$ cat src/hw/rtl/ctf_pkg.sv
package ctf_pkg;

    localparam int TUPLE_LIMIT_DEF = 1000;
    localparam int COPY_MAX_DEF    = 256;

    localparam logic [7:0] END_MARK = 8'hFF;

    localparam int CFG_IDX_W  = 3;
    localparam int CFG_DATA_W = 16;

    localparam logic [CFG_IDX_W-1:0] REG_TUPLE_CODE      = 3'd0;
    localparam logic [CFG_IDX_W-1:0] REG_SUBTUPLE_ENABLE = 3'd1;
    localparam logic [CFG_IDX_W-1:0] REG_SUBTUPLE_CODE   = 3'd2;
    localparam logic [CFG_IDX_W-1:0] REG_MAX_BYTES       = 3'd3;
    localparam logic [CFG_IDX_W-1:0] REG_SPACE_BYTES     = 3'd4;

    typedef enum logic [2:0] {
        PH_DONE,
        PH_TYPE,
        PH_LINK,
        PH_SUB,
        PH_SKIP,
        PH_COPY
    } phase_t;

    typedef enum logic [2:0] {
        OC_NONE,
        OC_NOT_FOUND,
        OC_EMPTY_FOUND,
        OC_DATA,
        OC_DATA_LAST
    } outcome_t;

    typedef struct packed {
        logic [7:0]  tuple_code;
        logic        subtuple_enable;
        logic [7:0]  subtuple_code;
        logic [8:0]  max_bytes;
        logic [15:0] space_bytes;
    } cfg_t;

    typedef struct packed {
        logic       emit;
        logic [7:0] body_byte;
        logic       byte_valid;
        logic       last;
        logic       status;
    } result_t;

endpackage

$ cat src/hw/rtl/ctf_walker.sv
module ctf_walker #(
    parameter int TUPLE_LIMIT = ctf_pkg::TUPLE_LIMIT_DEF,
    parameter int COPY_MAX    = ctf_pkg::COPY_MAX_DEF
) (
    input  logic             clk,
    input  logic             rst_n,
    input  logic             step_en,
    input  logic             cmd,
    input  logic [7:0]       card_byte,
    input  ctf_pkg::cfg_t    cfg,
    output ctf_pkg::result_t result
);

    localparam logic [9:0] LIMIT_W   = 10'(TUPLE_LIMIT);
    localparam logic [8:0] COPY_CAP  = 9'(COPY_MAX);

    ctf_pkg::phase_t   phase_reg, phase_next;
    ctf_pkg::outcome_t outcome;

    logic [15:0] pos_reg, pos_next;
    logic [9:0]  ts_reg, ts_next;
    logic [7:0]  link_reg, link_next;
    logic [7:0]  left_reg, left_next;
    logic [7:0]  copy_reg, copy_next;
    logic        tm_reg, tm_next;

    logic [15:0] pos_inc;
    logic        at_end_old;
    logic        at_end_new;
    logic [9:0]  ts_inc;
    logic [8:0]  cap;
    logic        hdr_go;
    logic        hdr_match;
    logic [7:0]  hdr_n;

    assign pos_inc    = pos_reg + 16'd1;
    assign at_end_old = (pos_reg >= cfg.space_bytes);
    assign at_end_new = (pos_inc >= cfg.space_bytes);
    assign ts_inc     = ts_reg + 10'd1;
    assign cap        = (cfg.max_bytes > COPY_CAP) ? COPY_CAP : cfg.max_bytes;

    always_comb
    begin
        phase_next = phase_reg;
        pos_next   = pos_reg;
        ts_next    = ts_reg;
        link_next  = link_reg;
        left_next  = left_reg;
        copy_next  = copy_reg;
        tm_next    = tm_reg;
        outcome    = ctf_pkg::OC_NONE;
        hdr_go     = 1'b0;
        hdr_match  = 1'b0;
        hdr_n      = '0;
        if (!cmd)
        begin
            pos_next  = '0;
            ts_next   = '0;
            link_next = '0;
            left_next = '0;
            copy_next = '0;
            tm_next   = 1'b0;
            if (cfg.space_bytes == 16'd0)
            begin
                phase_next = ctf_pkg::PH_DONE;
                outcome    = ctf_pkg::OC_NOT_FOUND;
            end
            else
            begin
                phase_next = ctf_pkg::PH_TYPE;
            end
        end
        else if (phase_reg == ctf_pkg::PH_DONE || at_end_old)
        begin
            phase_next = ctf_pkg::PH_DONE;
        end
        else
        begin
            pos_next = pos_inc;
            unique case (phase_reg)
                ctf_pkg::PH_TYPE:
                begin
                    if (card_byte == ctf_pkg::END_MARK || at_end_new)
                    begin
                        phase_next = ctf_pkg::PH_DONE;
                        outcome    = ctf_pkg::OC_NOT_FOUND;
                    end
                    else
                    begin
                        tm_next    = (card_byte == cfg.tuple_code);
                        phase_next = ctf_pkg::PH_LINK;
                    end
                end
                ctf_pkg::PH_LINK:
                begin
                    if (card_byte == ctf_pkg::END_MARK)
                    begin
                        phase_next = ctf_pkg::PH_DONE;
                        outcome    = ctf_pkg::OC_NOT_FOUND;
                    end
                    else
                    begin
                        link_next = card_byte;
                        if (cfg.subtuple_enable && card_byte > 8'd1)
                        begin
                            if (at_end_new)
                            begin
                                phase_next = ctf_pkg::PH_DONE;
                                outcome    = ctf_pkg::OC_NOT_FOUND;
                            end
                            else
                            begin
                                phase_next = ctf_pkg::PH_SUB;
                            end
                        end
                        else
                        begin
                            hdr_go    = 1'b1;
                            hdr_match = tm_reg && !cfg.subtuple_enable;
                            hdr_n     = card_byte;
                        end
                    end
                end
                ctf_pkg::PH_SUB:
                begin
                    hdr_go    = 1'b1;
                    hdr_match = tm_reg && (card_byte == cfg.subtuple_code);
                    hdr_n     = link_reg - 8'd1;
                end
                ctf_pkg::PH_SKIP:
                begin
                    left_next = left_reg - 8'd1;
                    if (left_next == 8'd0)
                    begin
                        if (ts_reg >= LIMIT_W || at_end_new)
                        begin
                            phase_next = ctf_pkg::PH_DONE;
                            outcome    = ctf_pkg::OC_NOT_FOUND;
                        end
                        else
                        begin
                            phase_next = ctf_pkg::PH_TYPE;
                        end
                    end
                    else if (at_end_new)
                    begin
                        phase_next = ctf_pkg::PH_DONE;
                        outcome    = ctf_pkg::OC_NOT_FOUND;
                    end
                end
                ctf_pkg::PH_COPY:
                begin
                    copy_next = copy_reg - 8'd1;
                    if (copy_next == 8'd0 || at_end_new)
                    begin
                        phase_next = ctf_pkg::PH_DONE;
                        outcome    = ctf_pkg::OC_DATA_LAST;
                    end
                    else
                    begin
                        outcome = ctf_pkg::OC_DATA;
                    end
                end
                default:
                begin
                    phase_next = ctf_pkg::PH_DONE;
                end
            endcase

            // header complete: body length known, match decided
            if (hdr_go)
            begin
                if (hdr_match)
                begin
                    copy_next = (cap < {1'b0, hdr_n}) ? cap[7:0] : hdr_n;
                    if (copy_next == 8'd0 || at_end_new)
                    begin
                        phase_next = ctf_pkg::PH_DONE;
                        outcome    = ctf_pkg::OC_EMPTY_FOUND;
                    end
                    else
                    begin
                        phase_next = ctf_pkg::PH_COPY;
                    end
                end
                else
                begin
                    left_next = hdr_n;
                    ts_next   = ts_inc;
                    if (hdr_n == 8'd0)
                    begin
                        if (ts_inc >= LIMIT_W || at_end_new)
                        begin
                            phase_next = ctf_pkg::PH_DONE;
                            outcome    = ctf_pkg::OC_NOT_FOUND;
                        end
                        else
                        begin
                            phase_next = ctf_pkg::PH_TYPE;
                        end
                    end
                    else if (at_end_new)
                    begin
                        phase_next = ctf_pkg::PH_DONE;
                        outcome    = ctf_pkg::OC_NOT_FOUND;
                    end
                    else
                    begin
                        phase_next = ctf_pkg::PH_SKIP;
                    end
                end
            end
        end
    end

    always_comb
    begin
        result = '0;
        unique case (outcome)
            ctf_pkg::OC_NONE:
            begin
                result.emit = 1'b0;
            end
            ctf_pkg::OC_NOT_FOUND:
            begin
                result.emit   = 1'b1;
                result.last   = 1'b1;
                result.status = 1'b1;
            end
            ctf_pkg::OC_EMPTY_FOUND:
            begin
                result.emit = 1'b1;
                result.last = 1'b1;
            end
            ctf_pkg::OC_DATA:
            begin
                result.emit       = 1'b1;
                result.body_byte  = card_byte;
                result.byte_valid = 1'b1;
            end
            ctf_pkg::OC_DATA_LAST:
            begin
                result.emit       = 1'b1;
                result.body_byte  = card_byte;
                result.byte_valid = 1'b1;
                result.last       = 1'b1;
            end
            default:
            begin
                result.emit = 1'b0;
            end
        endcase
    end

    always_ff @(posedge clk or negedge rst_n)
    begin
        if (!rst_n)
        begin
            phase_reg <= ctf_pkg::PH_DONE;
            pos_reg   <= '0;
            ts_reg    <= '0;
            link_reg  <= '0;
            left_reg  <= '0;
            copy_reg  <= '0;
            tm_reg    <= 1'b0;
        end
        else if (step_en)
        begin
            phase_reg <= phase_next;
            pos_reg   <= pos_next;
            ts_reg    <= ts_next;
            link_reg  <= link_next;
            left_reg  <= left_next;
            copy_reg  <= copy_next;
            tm_reg    <= tm_next;
        end
    end

    // copying always has a byte count left to deliver
    a_copy_nonzero: assert property (@(posedge clk) disable iff (!rst_n)
        phase_reg == ctf_pkg::PH_COPY |-> copy_reg != 8'd0)
        else $error("copy phase with zero count");

    // skipping always has a body byte left to skip
    a_skip_nonzero: assert property (@(posedge clk) disable iff (!rst_n)
        phase_reg == ctf_pkg::PH_SKIP |-> left_reg != 8'd0)
        else $error("skip phase with zero count");

    // a byte taken while idle leaves the walker idle and silent
    a_idle_quiet: assert property (@(posedge clk) disable iff (!rst_n)
        step_en && cmd && phase_reg == ctf_pkg::PH_DONE
        |-> !result.emit ##1 phase_reg == ctf_pkg::PH_DONE)
        else $error("idle walker reacted to a byte");

endmodule

$ cat src/hw/rtl/cis_tuple_finder.sv
// Card information tuple finder.
// Program the search registers over the cfg channel (cfg_valid/cfg_ready,
// cfg_index, cfg_data; cfg_ready is always high) while the block is idle.
// On the input channel (in_valid/in_stall) a request with cmd 0 starts a
// scan; requests with cmd 1 carry the card bytes from offset 0 in order.
// Each request that finishes a step of the walk may give one result on the
// output channel (out_valid/out_stall): a body byte of the matched tuple,
// or an end marker with last set and status 0 (found) or 1 (not found).
// A request passes through one input register and one result register.
// Throughput: one request per cycle while the receiver does not stall, set
// by the combinational compare and counter update of the walker.
// When the receiver stalls, the result register holds and the input
// register keeps the next request; in_stall rises only while both are full.
// Reset clears both registers, sets the walker to idle and loads the
// register defaults (max_bytes 256, all others 0).
module cis_tuple_finder #(
    parameter int TUPLE_LIMIT = ctf_pkg::TUPLE_LIMIT_DEF,
    parameter int COPY_MAX    = ctf_pkg::COPY_MAX_DEF
) (
    input  logic                           clk,
    input  logic                           rst_n,
    input  logic                           cfg_valid,
    output logic                           cfg_ready,
    input  logic [ctf_pkg::CFG_IDX_W-1:0]  cfg_index,
    input  logic [ctf_pkg::CFG_DATA_W-1:0] cfg_data,
    input  logic                           in_valid,
    output logic                           in_stall,
    input  logic                           cmd,
    input  logic [7:0]                     card_byte,
    output logic                           out_valid,
    input  logic                           out_stall,
    output logic [7:0]                     body_byte,
    output logic                           byte_valid,
    output logic                           last,
    output logic                           status
);

    ctf_pkg::cfg_t    cfg_reg;
    ctf_pkg::result_t res;

    logic       in_valid_reg;
    logic       cmd_reg;
    logic [7:0] byte_reg;
    logic       out_valid_reg;
    logic [7:0] body_byte_reg;
    logic       byte_valid_reg;
    logic       last_reg;
    logic       status_reg;

    logic advance;
    logic step_en;
    logic in_fire;

    assign cfg_ready = 1'b1;
    assign advance   = !(out_valid_reg && out_stall);
    assign step_en   = in_valid_reg && advance;
    assign in_stall  = in_valid_reg && !advance;
    assign in_fire   = in_valid && !in_stall;

    always_ff @(posedge clk or negedge rst_n)
    begin
        if (!rst_n)
        begin
            cfg_reg.tuple_code      <= '0;
            cfg_reg.subtuple_enable <= 1'b0;
            cfg_reg.subtuple_code   <= '0;
            cfg_reg.max_bytes       <= 9'd256;
            cfg_reg.space_bytes     <= '0;
        end
        else if (cfg_valid && cfg_ready)
        begin
            unique case (cfg_index)
                ctf_pkg::REG_TUPLE_CODE:      cfg_reg.tuple_code      <= cfg_data[7:0];
                ctf_pkg::REG_SUBTUPLE_ENABLE: cfg_reg.subtuple_enable <= cfg_data[0];
                ctf_pkg::REG_SUBTUPLE_CODE:   cfg_reg.subtuple_code   <= cfg_data[7:0];
                ctf_pkg::REG_MAX_BYTES:       cfg_reg.max_bytes       <= cfg_data[8:0];
                ctf_pkg::REG_SPACE_BYTES:     cfg_reg.space_bytes     <= cfg_data;
                default:
                begin
                end
            endcase
        end
    end

    always_ff @(posedge clk or negedge rst_n)
    begin
        if (!rst_n)
        begin
            in_valid_reg <= 1'b0;
        end
        else if (in_fire)
        begin
            in_valid_reg <= 1'b1;
        end
        else if (advance)
        begin
            in_valid_reg <= 1'b0;
        end
    end

    always_ff @(posedge clk)
    begin
        if (in_fire)
        begin
            cmd_reg  <= cmd;
            byte_reg <= card_byte;
        end
    end

    ctf_walker #(
        .TUPLE_LIMIT (TUPLE_LIMIT),
        .COPY_MAX    (COPY_MAX)
    ) u_walker (
        .clk       (clk),
        .rst_n     (rst_n),
        .step_en   (step_en),
        .cmd       (cmd_reg),
        .card_byte (byte_reg),
        .cfg       (cfg_reg),
        .result    (res)
    );

    always_ff @(posedge clk or negedge rst_n)
    begin
        if (!rst_n)
        begin
            out_valid_reg <= 1'b0;
        end
        else if (advance)
        begin
            out_valid_reg <= step_en && res.emit;
        end
    end

    always_ff @(posedge clk)
    begin
        if (step_en && res.emit)
        begin
            body_byte_reg  <= res.body_byte;
            byte_valid_reg <= res.byte_valid;
            last_reg       <= res.last;
            status_reg     <= res.status;
        end
    end

    assign out_valid  = out_valid_reg;
    assign body_byte  = body_byte_reg;
    assign byte_valid = byte_valid_reg;
    assign last       = last_reg;
    assign status     = status_reg;

    a_stall_only_full: assert property (@(posedge clk) disable iff (!rst_n)
        in_stall |-> in_valid_reg && out_valid_reg)
        else $error("input stalled without both registers full");

    a_empty_is_last: assert property (@(posedge clk) disable iff (!rst_n)
        out_valid && !byte_valid |-> last)
        else $error("result without data is not final");

    a_notfound_shape: assert property (@(posedge clk) disable iff (!rst_n)
        out_valid && status |-> last && !byte_valid && body_byte == 8'd0)
        else $error("not-found result carries data");

    a_result_needs_step: assert property (@(posedge clk) disable iff (!rst_n)
        $rose(out_valid) |-> $past(step_en))
        else $error("result appeared without a processed request");

endmodule

$ cat config.mk
export PLATFORM = sky130hd
export DESIGN_NAME = cis_tuple_finder
export DESIGN_NICKNAME = d
export VERILOG_FILES = /design/src/hw/rtl/ctf_pkg.sv /design/src/hw/rtl/ctf_walker.sv /design/src/hw/rtl/cis_tuple_finder.sv
export SDC_FILE = /design/constraint.sdc
export NUM_CORES = 1
export LEC_CHECK = 0
export BUFFER_PORTS_ARGS = -buffer_cell sky130_fd_sc_hd__buf_2
export CAP_MARGIN = 20
export CORE_ASPECT_RATIO = 1.25
export CORE_UTILIZATION = 50
export CTS_BUF_LIST = sky130_fd_sc_hd__clkbuf_8
export CTS_CLUSTER_SIZE = 28
export DETAILED_ROUTE_END_ITERATION = 7
export PLACE_DENSITY = 0.68
export SLEW_MARGIN = 20
export SYNTH_ARGS = -nofsm -noshare
export SYNTH_HDL_FRONTEND = slang
export SYNTH_SLANG_ARGS = --single-unit
$ cat constraint.sdc
create_clock -name clk -period 11.6 [get_ports clk]
set_input_delay 1.16 -clock clk [delete_from_list [all_inputs] [get_ports clk]]
set_output_delay 1.16 -clock clk [all_outputs]
set_load 0.005 [all_outputs]
==> results of run 1 <==
## Yosys cell counts (11+ instances only)
master / count
xnor2_1: 15
nor4_1: 11
ha_1: 47
edfxtp_1: 20
dfrtp_1: 97
mux2_2: 28
inv_1: 33
a21oi_1: 44
clkbuf_1: 31
nand4_1: 11
xor2_1: 23
nand3_1: 22
o21ai_0: 90
nor3_1: 14
nand2_1: 74
nor2b_1: 13
nor2_1: 45
a22o_1: 22
## metal layers
layer | vias up | part of all wire, % | wire [µm]
met5 | - | 0 | 0
met4 | 0 | 3.1 | 619
met3 | 45 | 5.2 | 1030
met2 | 202 | 49 | 9680
met1 | 3079 | 43 | 8450
li1 | 2994 | - | -
## cells by family (layout without fill, tap and decap cells)
family                   count (synthesis)  count (layout)
adder cells (fa/ha/maj)                 47              47
AO/OA/AOI/OAI                          230             230
XOR/XNOR                                38              38
other                                    1               1
multiplexers                            30              30
flip-flops                             118             118
buffers and inverters                   75             117
AND/OR/NAND/NOR                        257             257
## worst max-delay path: cells and delay by family, from the launching register on
| family | cells | cell delay, ns |
|---|---|---|
| DFF | 1 | 0.52 |
| adders and majority gates | 1 | 0.34 |
| and+or+nand+nor | 4 | 1.21 |
| AOI/OAI and AO/OA | 8 | 2.25 |
| buffers and inverters | 1 | 0.24 |
## stage by stage
step | instance area, µm² | std cells | utilization [%] | hold WS, ns
after CTS | 8260 | 1016 | 56.8 | 0.532
after floorplan | 7530 | 796 | - | 0.471
final | 8260 | 1016 | 56.9 | 0.528
after global routing | 8260 | 1016 | 56.9 | 0.538
after global placement | 7860 | 984 | 54.1 | 0.499
after detailed placement | 7860 | 984 | 54.1 | 0.512
## final cells by class
type | count | area, µm² | area share (%)
Inverter | 33 | 124 | 1.50
Multi-Input combinational cell | 603 | 4180 | 50.6
Sequential cell | 118 | 3050 | 37.0
Tap cell | 178 | 223 | 2.70
Clock inverter | 15 | 164 | 1.98
Clock buffer | 17 | 234 | 2.83
Timing Repair Buffer | 52 | 280 | 3.39
## final timing paths
| check | depth (start not counted) | start | end |
|---|---|---|---|
| max | 14 | byte_reg[5] | body_byte[7] |
| min in group asynchronous | 1 | rst_n | u_walker.ts_reg[1] |
| max in group asynchronous | 2 | rst_n | cfg_reg[33] |
| max reg2reg | 14 | byte_reg[5] | body_byte[7] |
| min | 2 | u_walker.left_reg[6] | u_walker.left_reg[6] |
| min reg2reg | 2 | u_walker.left_reg[6] | u_walker.left_reg[6] |
## power by group
part,leakage (nW),internal (mW),switching [mW]
combinational,1.87,0.210,0.333
sequential,1.46,0.496,0.0936
clock,0.206,0.195,0.189
==> results by group, run 1 <==
Floorplan
  – Die area: 15600 µm²
  – Row count: 49
  – Die Y-Extent: 139 µm
  – Initial Utilization: 51.8%
  – # IOs: 47
  – Die width: 112 µm
  – Core Area: 14500 µm²

Yosys
  – Mapped cell area: 7530 µm²
  – Post-synth EDFFs: 20
  – Synthesized area per cell: 9.46 µm²
  – Post-synth ARST share: 83.1%
  – Register area share after synthesis: 40.5%
  – Dominant synthesized flop cell: dfrtp_1
  – Distinct cells, synth: 78
  – XOR/XNOR share of the synthesized area: 4.42%
  – #FFs+latches synth: 118
  – Syn. warnings: 0
  – Cell taking the most area after synthesis: dfrtp_1
  – Adder-cell share of the synthesized area: 7.81%
  – Area share of and/or/nand/nor cells after synthesis: 18.2%
  – Largest family of logic cells by synthesized area: compound AO/OA/AOI/OAI gates
  – Synth top area share: 32.2%
  – Post-synthesis mux area share: 4.45%
  – Synthesized netlist cell count: 796
  – Syn Nets: 876
  – Synth top area cells: dfrtp_1, edfxtp_1, ha_1
  – Compound-Gate Fraction of Synth Area: 20.4%

CTS
  – TritonCTS Buffers: 17
  – Clock Latency Late Sink: 0.46 ns
  – TritonCTS clock tree: built
  – Post-CTS Setup Bufs: 0
  – Clock sinks: 118
  – Clock slew at reported path FFs: 0.08 ns
  – Root buffer cell: clkbuf_8
  – # resized after CTS: 0
  – H-tree level count: 4
  – Clock Tree Buf Depth: 2
  – Hold Buf Count CTS: 0

GRT
  – Initial antenna violation count: 0
  – Tot GR Track Use: 26.8%
  – Largest net degree at the start of global routing: 72
  – GR peak layer: met2
  – Routing usage on met3: 5.44%
  – M1 GR Usage: 34.3%
  – First-pass GRT wire length: 32200 µm
  – Vias in the first global route: 6191
  – Gr ovfl total: 0
  – Met2 usage: 43.9%

Drt
  – Vias: 6320
  – Final ANT Viol Nets: 0
  – WL final: 19800 µm
  – Detailed-route DRC error count: 2
  – Initial DRC count: 447
  – Wire length per cell: 19.5 µm
  – Drt via density: 6.22
  – Drt pass-1 iters: 7

Placed design
  – GPL Wtd Cong: 0.892
  – Hpwl dp: 14600 µm
  – Pre-CTS setup slack: 6.69 ns
  – IO Port Bufs: 45

Cells and area
  – Fillers: 1274
  – Most common cell after layout, fill and taps aside: dfrtp_1
  – Ant diodes: 0
  – Layout cells sized above 1: 16.8%
  – Most frequent cells in the layout: dfrtp_1, o21ai_0, nand2_1, ha_1, nor2_1
  – Final net count: 905
  – Max FFs per register: 42
  – Synth-to-layout area growth: 9.68%

Timing
  – Worst clock skew: 0.0162 ns
  – Worst-margin pin slew: 0.970 ns
  – Setup TNS: 0 ns
  – Slew Viols, Final: 0
  – Final setup violation count: 0
  – Tmin final: 4.96 ns
  – Final worst path period share: 42.8%
  – RSZ-0062 raised after global routing: false
  – Final hold violation count: 0
  – Slew HR: 35.3%
  – Setup ws final: 6.64 ns
  – Max Fclk: 0.202 GHz

Run
  – Max-cap viol count: 0

Pwr
  – Total power: 1.52 mW
  – Peak supply drop: 92.9 µV
  – Pleak: 3.53 nW
  – Pwr dens: 184 nW/µm²

Critical path
  – Crit. End Element: flop
  – Worst EP arrival: 5.04 ns
  – CP peak stage delay: 0.79 ns
  – Cell mode on critical path: a21oi_1
  – Flop-to-flop setup slack: 6.64 ns
  – Worst setup path category: reg2reg
  – Slowest cell on the critical path: a21oi_1
  – CP Max Fanout: 18
  – CP Cell Sequence: or4_4 > o41ai_4 > and2_1 > a21oi_1 > ha_1 > a211oi_1 > o21bai_1 > a21oi_1 > o211ai_2 > nand4_1 > nand3_1 > o211ai_1 > buf_4 > a21oi_1
  – CP required: 11.68 ns
  – CP Launch Type: flop

Status
  – Failing checks: design-rule violations
  – Status: finished, violations left

Min path
  – HP Class: reg2reg
Note: power is estimated with default switching activity, not from simulation.
==> run 2: changes to the inputs <==
- clock period: 11.6 -> 5.2 ns (I/O delays scaled with it)
==> run 2 against run 1 <==
Net effect: worst hold slack lost 0.42 ns; critical path depth rose by 1; die area stayed put; the run still ends with design-rule violations left; non-clock buffer count increased by 2; utilization rose by 0.46 points; largest power group unchanged; sequential power grew 120%; power grew 130%; setup slack got worse by 6.0 ns; clock power grew 150%; combinational power grew 130%; cell count increased by 0.20%; clock skew shrank 0.0040 ns.
==> results by group, run 2 (synthesis gave the netlist of run 1 again) <==
Floorplan
  – Initial Utilization: 51.8% (unchanged)
  – # IOs: 47 (unchanged)
  – Die area: 15600 µm² (unchanged)
  – Row count: 49 (unchanged)
  – Die width: 112 µm (unchanged)
  – Die Y-Extent: 139 µm (unchanged)
  – Core Area: 14500 µm² (unchanged)

GRT
  – Initial antenna violation count: 0 (unchanged)
  – Gr ovfl total: 0 (unchanged)
  – Largest net degree at the start of global routing: 52 (-28%)
  – Tot GR Track Use: 27.7% (+0.91 points)
  – First-pass GRT wire length: 33300 µm (+3.3%)
  – Vias in the first global route: 6310 (+1.9%)

Cells and area
  – Max FFs per register: 42 (unchanged)
  – Most common cell after layout, fill and taps aside: dfrtp_1
  – Final net count: 907 (+0.22%)
  – Final instance area: 8330 µm² (+0.80%)
  – Synth-to-layout area growth: 10.6%
  – Most frequent cells in the layout: dfrtp_1, o21ai_0, nand2_1, ha_1
  – Ant diodes: 0 (unchanged)
  – Cell Count, Final, Fillers Out: 1018 (+0.20%)
  – Layout cells sized above 1: 17.3% (+0.44 points)

CTS
  – Post-CTS Setup Bufs: 0 (unchanged)
  – H-tree level count: 4 (unchanged)
  – Clock Tree Buf Depth: 2 (unchanged)
  – TritonCTS clock tree: built
  – Hold Buf Count CTS: 0 (unchanged)
  – TritonCTS Buffers: 17 (unchanged)
  – Clock sinks: 118 (unchanged)
  – # resized after CTS: 0 (unchanged)
  – Root buffer cell: clkbuf_8
  – Clock slew at reported path FFs: 0.08 ns (about the same)
  – Clock Latency Late Sink: 0.47 ns (about the same)

Drt
  – Met2 routed WL: 10000 µm (+3.6%)
  – Met3 WL: 913 µm (-12%)
  – Met1 WL: 8800 µm (+4.2%)
  – Wire length per cell: 20.0 µm (+2.5%)
  – Vias: 6358 (+0.60%)
  – Detailed-route DRC error count: 2 (unchanged)
  – WL final: 20300 µm (+2.7%)
  – Drt pass-1 iters: 7 (unchanged)
  – Initial DRC count: 421 (-5.8%)
  – Max layer used: met4
  – Final ANT Viol Nets: 0 (unchanged)
  – Drt via density: 6.25 (+0.40%)

Timing
  – Max Fclk: 0.221 GHz (+9.6%)
  – Final setup violation count: 0 (unchanged)
  – Slew Viols, Final: 0 (unchanged)
  – Tmin final: 4.53 ns (-0.435 ns)
  – Setup TNS: 0 ns (unchanged)
  – Slew HR: 39.0% (+3.7 points)
  – Worst-margin pin slew: 0.915 ns (-0.0558 ns)
  – Final hold violation count: 0 (unchanged)
  – Worst clock skew: 0.0123 ns (-0.00397 ns)
  – RSZ-0062 raised after global routing: false
  – Final worst path period share: 87.0% (+44 points)

Placed design
  – IO Port Bufs: 45 (unchanged)
  – GPL Wtd Cong: 0.911 (+2.1%)
  – Placed instance area: 7880 µm² (+0.22%)
  – Placed cell count: 986 (+0.20%)
  – Hpwl dp: 14900 µm (+1.8%)

Status
  – Status: finished, violations left
  – Failing checks: design-rule violations

Pwr
  – Pwr dens: 420 nW/µm² (+130%)
  – Peak supply drop: 231 µV (+150%)
  – Pleak: 3.56 nW (+0.61%)

Critical path
  – Worst EP arrival: 4.70 ns (-0.34 ns)
  – Crit. End Element: flop
  – CP Max Fanout: 18 (unchanged)
  – CP required: 5.37 ns (-6.31 ns)
  – CP Launch Type: flop
  – Worst setup path category: reg2reg

Run
  – Max-cap viol count: 0 (unchanged)

Min path
  – HP Class: in2async
run 2: cell types whose count changed in the layout (fill, tap and decap cells not counted), moves of 2 or more:
| cell | before | now |
|---|---|---|
| clkinvlp_4 | 0 | 3 |
| bufinv_16 | 2 | 4 |
| inv_6 | 8 | 4 |
| buf_4 | 8 | 10 |
run 2: area by class of cell:
class,instances,area (µm²)
Tap cell,178,223
Inverter,33,124
Sequential cell,118,3050
Multi-Input combinational cell,603,4190
Clock buffer,18,248
Fill cell,1304,6200
Clock inverter,14,199
Timing Repair Buffer,54,295
run 2: stage by stage:
step,utilization [%],hold WS (ns),worst slack (ns),total power [mW]
finish,57.3,0.107,0.675,3.50
global route,57.3,0.140,0.361,3.70
CTS,57.3,0.117,0.724,3.49
detailed placement,54.2,0.506,0.758,2.53
global placement,54.2,0.503,0.898,2.50
floorplan,-,0.224,0.930,2.15
run 2: worst paths after layout:
| kind | from | end | slack, ns | cells after the start |
|---|---|---|---|---|
| min | rst_n | u_walker.ts_reg[9] | 0.11 | 1 |
| min in group clk | card_byte[1] | byte_reg[1] | 0.22 | 1 |
| min reg2reg | u_walker.left_reg[6] | u_walker.left_reg[6] | 0.53 | 2 |
| max reg2reg | byte_reg[5] | body_byte[4] | 0.67 | 15 |
| max | byte_reg[5] | body_byte[4] | 0.67 | 15 |
| max in group asynchronous | rst_n | cfg_reg[5] | 4.01 | 2 |
run 2: metal layers:
layer	vias to the layer above	global-route usage (%)
li1	2978	-
met1	3129	35.7
met2	205	45.9
met3	46	4.92
met4	0	11.8
met5	-	0
run 2: critical path, stage by stage, from the launching register on:
cell and delay (ns):
edfxtp_1 0.52, or4_4 0.59, o41ai_4 0.33, and2_1 0.26, a21oi_1 0.15, ha_1 0.32
a211oi_1 0.07, o21bai_1 0.17, a21oi_1 0.10, o211ai_2 0.56, nand4_1 0.21, nand3_1 0.17
o211ai_1 0.10, buf_4 0.27, a21oi_1 0.17, buf_4 0.22
run 2: report_power, final:
group	total, mW	internal [mW]	switching (mW)
clock network	0.958	0.540	0.418
logic	1.23	0.468	0.762
registers	1.31	1.11	0.205
==> run 3: changes to the inputs <==
- PLACE_DENSITY: 0.68 -> 0.74
==> run 3 against run 2 <==
Net effect: the run now ends clean; register-to-register slack gained 0.28 ns; sequential cell count did not move; worst hold slack lost 0.076 ns; utilization decreased by 0.28 points; fmax is 6.5% higher; via count shrank 1.7%; sequential power is essentially flat; sequential share of layout area grew 0.18 points; wire length fell by 5.6%; die area did not move; power down 3.8%; combinational power is essentially flat.
==> results by group, run 3 (synthesis gave the netlist of run 1 again) <==
Status
  – Status: finished clean

Drt
  – Drt via density: 6.14 (-1.7%)
  – Drt pass-1 iters: 5 (-2)
  – Initial DRC count: 414 (-1.7%)
  – Wire length per cell: 18.9 µm (-5.6%)
  – WL final: 19200 µm (-5.6%)
  – Detailed-route DRC error count: 0 (-2)
  – Vias: 6247 (-1.7%)
  – Final ANT Viol Nets: 0 (unchanged)

GRT
  – Largest net degree at the start of global routing: 56 (+7.7%)
  – Gr ovfl total: 0 (unchanged)
  – Vias in the first global route: 6095 (-3.4%)
  – Tot GR Track Use: 26.0% (-1.7 points)
  – First-pass GRT wire length: 31700 µm (-4.8%)
  – Initial antenna violation count: 0 (unchanged)

Placed design
  – Hpwl dp: 13900 µm (-6.8%)
  – GPL Wtd Cong: 0.996 (+9.3%)
  – IO Port Bufs: 45 (unchanged)
  – Pre-CTS setup slack: 1.01 ns (+0.252 ns)

Pwr
  – Pwr dens: 406 nW/µm² (-3.3%)
  – Total power: 3.37 mW (-3.8%)
  – Pleak: 3.54 nW (-0.37%)
  – Peak supply drop: 262 µV (+13%)

Floorplan
  – Initial Utilization: 51.8% (unchanged)
  – Die area: 15600 µm² (unchanged)
  – Die width: 112 µm (unchanged)
  – # IOs: 47 (unchanged)
  – Row count: 49 (unchanged)
  – Core Area: 14500 µm² (unchanged)
  – Die Y-Extent: 139 µm (unchanged)

Cells and area
  – Fillers: 1275 (-2.2%)
  – Max FFs per register: 42 (unchanged)
  – Most frequent cells in the layout: dfrtp_1, o21ai_0, nand2_1, ha_1
  – Register area: 3050 µm² (unchanged)
  – Synth-to-layout area growth: 10.0%
  – Multi-input logic area: 4180 µm² (-0.12%)
  – Most common cell after layout, fill and taps aside: dfrtp_1
  – Final net count: 907 (unchanged)
  – Layout cells sized above 1: 17.3% (unchanged)
  – Ant diodes: 0 (unchanged)

CTS
  – TritonCTS Buffers: 17 (unchanged)
  – TritonCTS clock tree: built
  – Root buffer cell: clkbuf_8
  – Clock sinks: 118 (unchanged)
  – Hold Buf Count CTS: 0 (unchanged)
  – Clock Latency Late Sink: 0.48 ns (about the same)
  – Clock Tree Buf Depth: 2 (unchanged)
  – H-tree level count: 4 (unchanged)
  – Post-CTS Setup Bufs: 0 (unchanged)
  – Clock slew at reported path FFs: 0.09 ns (about the same)
  – # resized after CTS: 0 (unchanged)

Timing
  – Setup ws final: 0.951 ns (+0.276 ns)
  – Tmin final: 4.25 ns (-0.276 ns)
  – Final hold violation count: 0 (unchanged)
  – Final setup violation count: 0 (unchanged)
  – Max Fclk: 0.235 GHz (+6.5%)
  – Worst-margin pin slew: 0.829 ns (-0.0860 ns)
  – Slew Viols, Final: 0 (unchanged)
  – Setup TNS: 0 ns (unchanged)
  – Slew HR: 44.8% (+5.7 points)
  – Final worst path period share: 81.7% (-5.3 points)
  – Worst clock skew: 0.0186 ns (+0.00633 ns)
  – RSZ-0062 raised after global routing: false

Critical path
  – Worst EP arrival: 4.42 ns (-0.28 ns)
  – Reg2Reg Capture Point: body_byte[5]
  – CP Cell Sequence: or4_4 > o41ai_4 > and2_1 > a21oi_1 > ha_1 > a211oi_1 > o21bai_1 > a21oi_1 > o211ai_2 > o21a_1 > nand3_1 > o211ai_1 > buf_4 > a21oi_1 > buf_4
  – Slowest cell on the critical path: or4_4
  – Buf/Inv on CP: 2 (unchanged)
  – Register-to-Register Path Depth: 15 (unchanged)
  – CP Launch Type: flop
  – Cell mode on critical path: a21oi_1
  – CP Max Fanout: 13 (-5)
  – Crit. End Element: flop
  – Worst setup path category: reg2reg
  – Critical R2R Launch: byte_reg[4]
  – Flop-to-flop setup slack: 0.95 ns (+0.28 ns)
  – CP required: 5.37 ns (about the same)
  – Worst path top cell family by delay: compound AO/OA/AOI/OAI gates
  – CP peak stage delay: 0.58 ns (about the same)

Run
  – Max-cap viol count: 0 (unchanged)

Min path
  – HP Class: in2async
-- run 3: power breakdown --
part	internal (mW)	switching, mW
registers	1.11	0.203
logic	0.470	0.730
clock network	0.369	0.488
-- run 3: worst max-delay path by stage --
stage	from	to	slack [ns]	cells past startpoint
2_1_floorplan	byte_reg[5]	body_byte[0]	0.93	15
3_3_place_gp	byte_reg[6]	body_byte[4]	1.05	15
3_5_place_dp	byte_reg[4]	body_byte[3]	1.01	15
4_1_cts	byte_reg[4]	body_byte[4]	0.97	15
5_1_grt	u_walker.pos_reg[0]	body_byte[5]	0.68	18
6_report	byte_reg[4]	body_byte[5]	0.95	15
-- run 3: layout make-up --
cell class	instances	area share [%]
Sequential cell	118	36.9
Clock buffer	17	2.82
Inverter	33	1.49
Clock inverter	15	2.14
Timing Repair Buffer	54	3.56
Tap cell	178	2.69
Multi-Input combinational cell	603	50.4
-- run 3: through the flow --
step / util (%) / instances / hold WS, ns / area, µm²
3_5_place_dp: 54.2 / 986 / 0.507 / 7870
3_3_place_gp: 54.2 / 986 / 0.491 / 7870
5_1_grt: 57.0 / 1018 / 0.0651 / 8290
4_1_cts: 57.0 / 1018 / 0.0398 / 8290
2_1_floorplan: - / 796 / 0.224 / 7530
6_report: 57.0 / 1018 / 0.0308 / 8290
-- run 3: routing by layer --
metal	vias to the layer above	track usage (%)	share of wire [%]
li1	2985	-	-
met1	3039	33.3	44
met2	178	42.5	50
met3	45	4.92	3.8
met4	0	12.2	2.8
met5	-	0	0
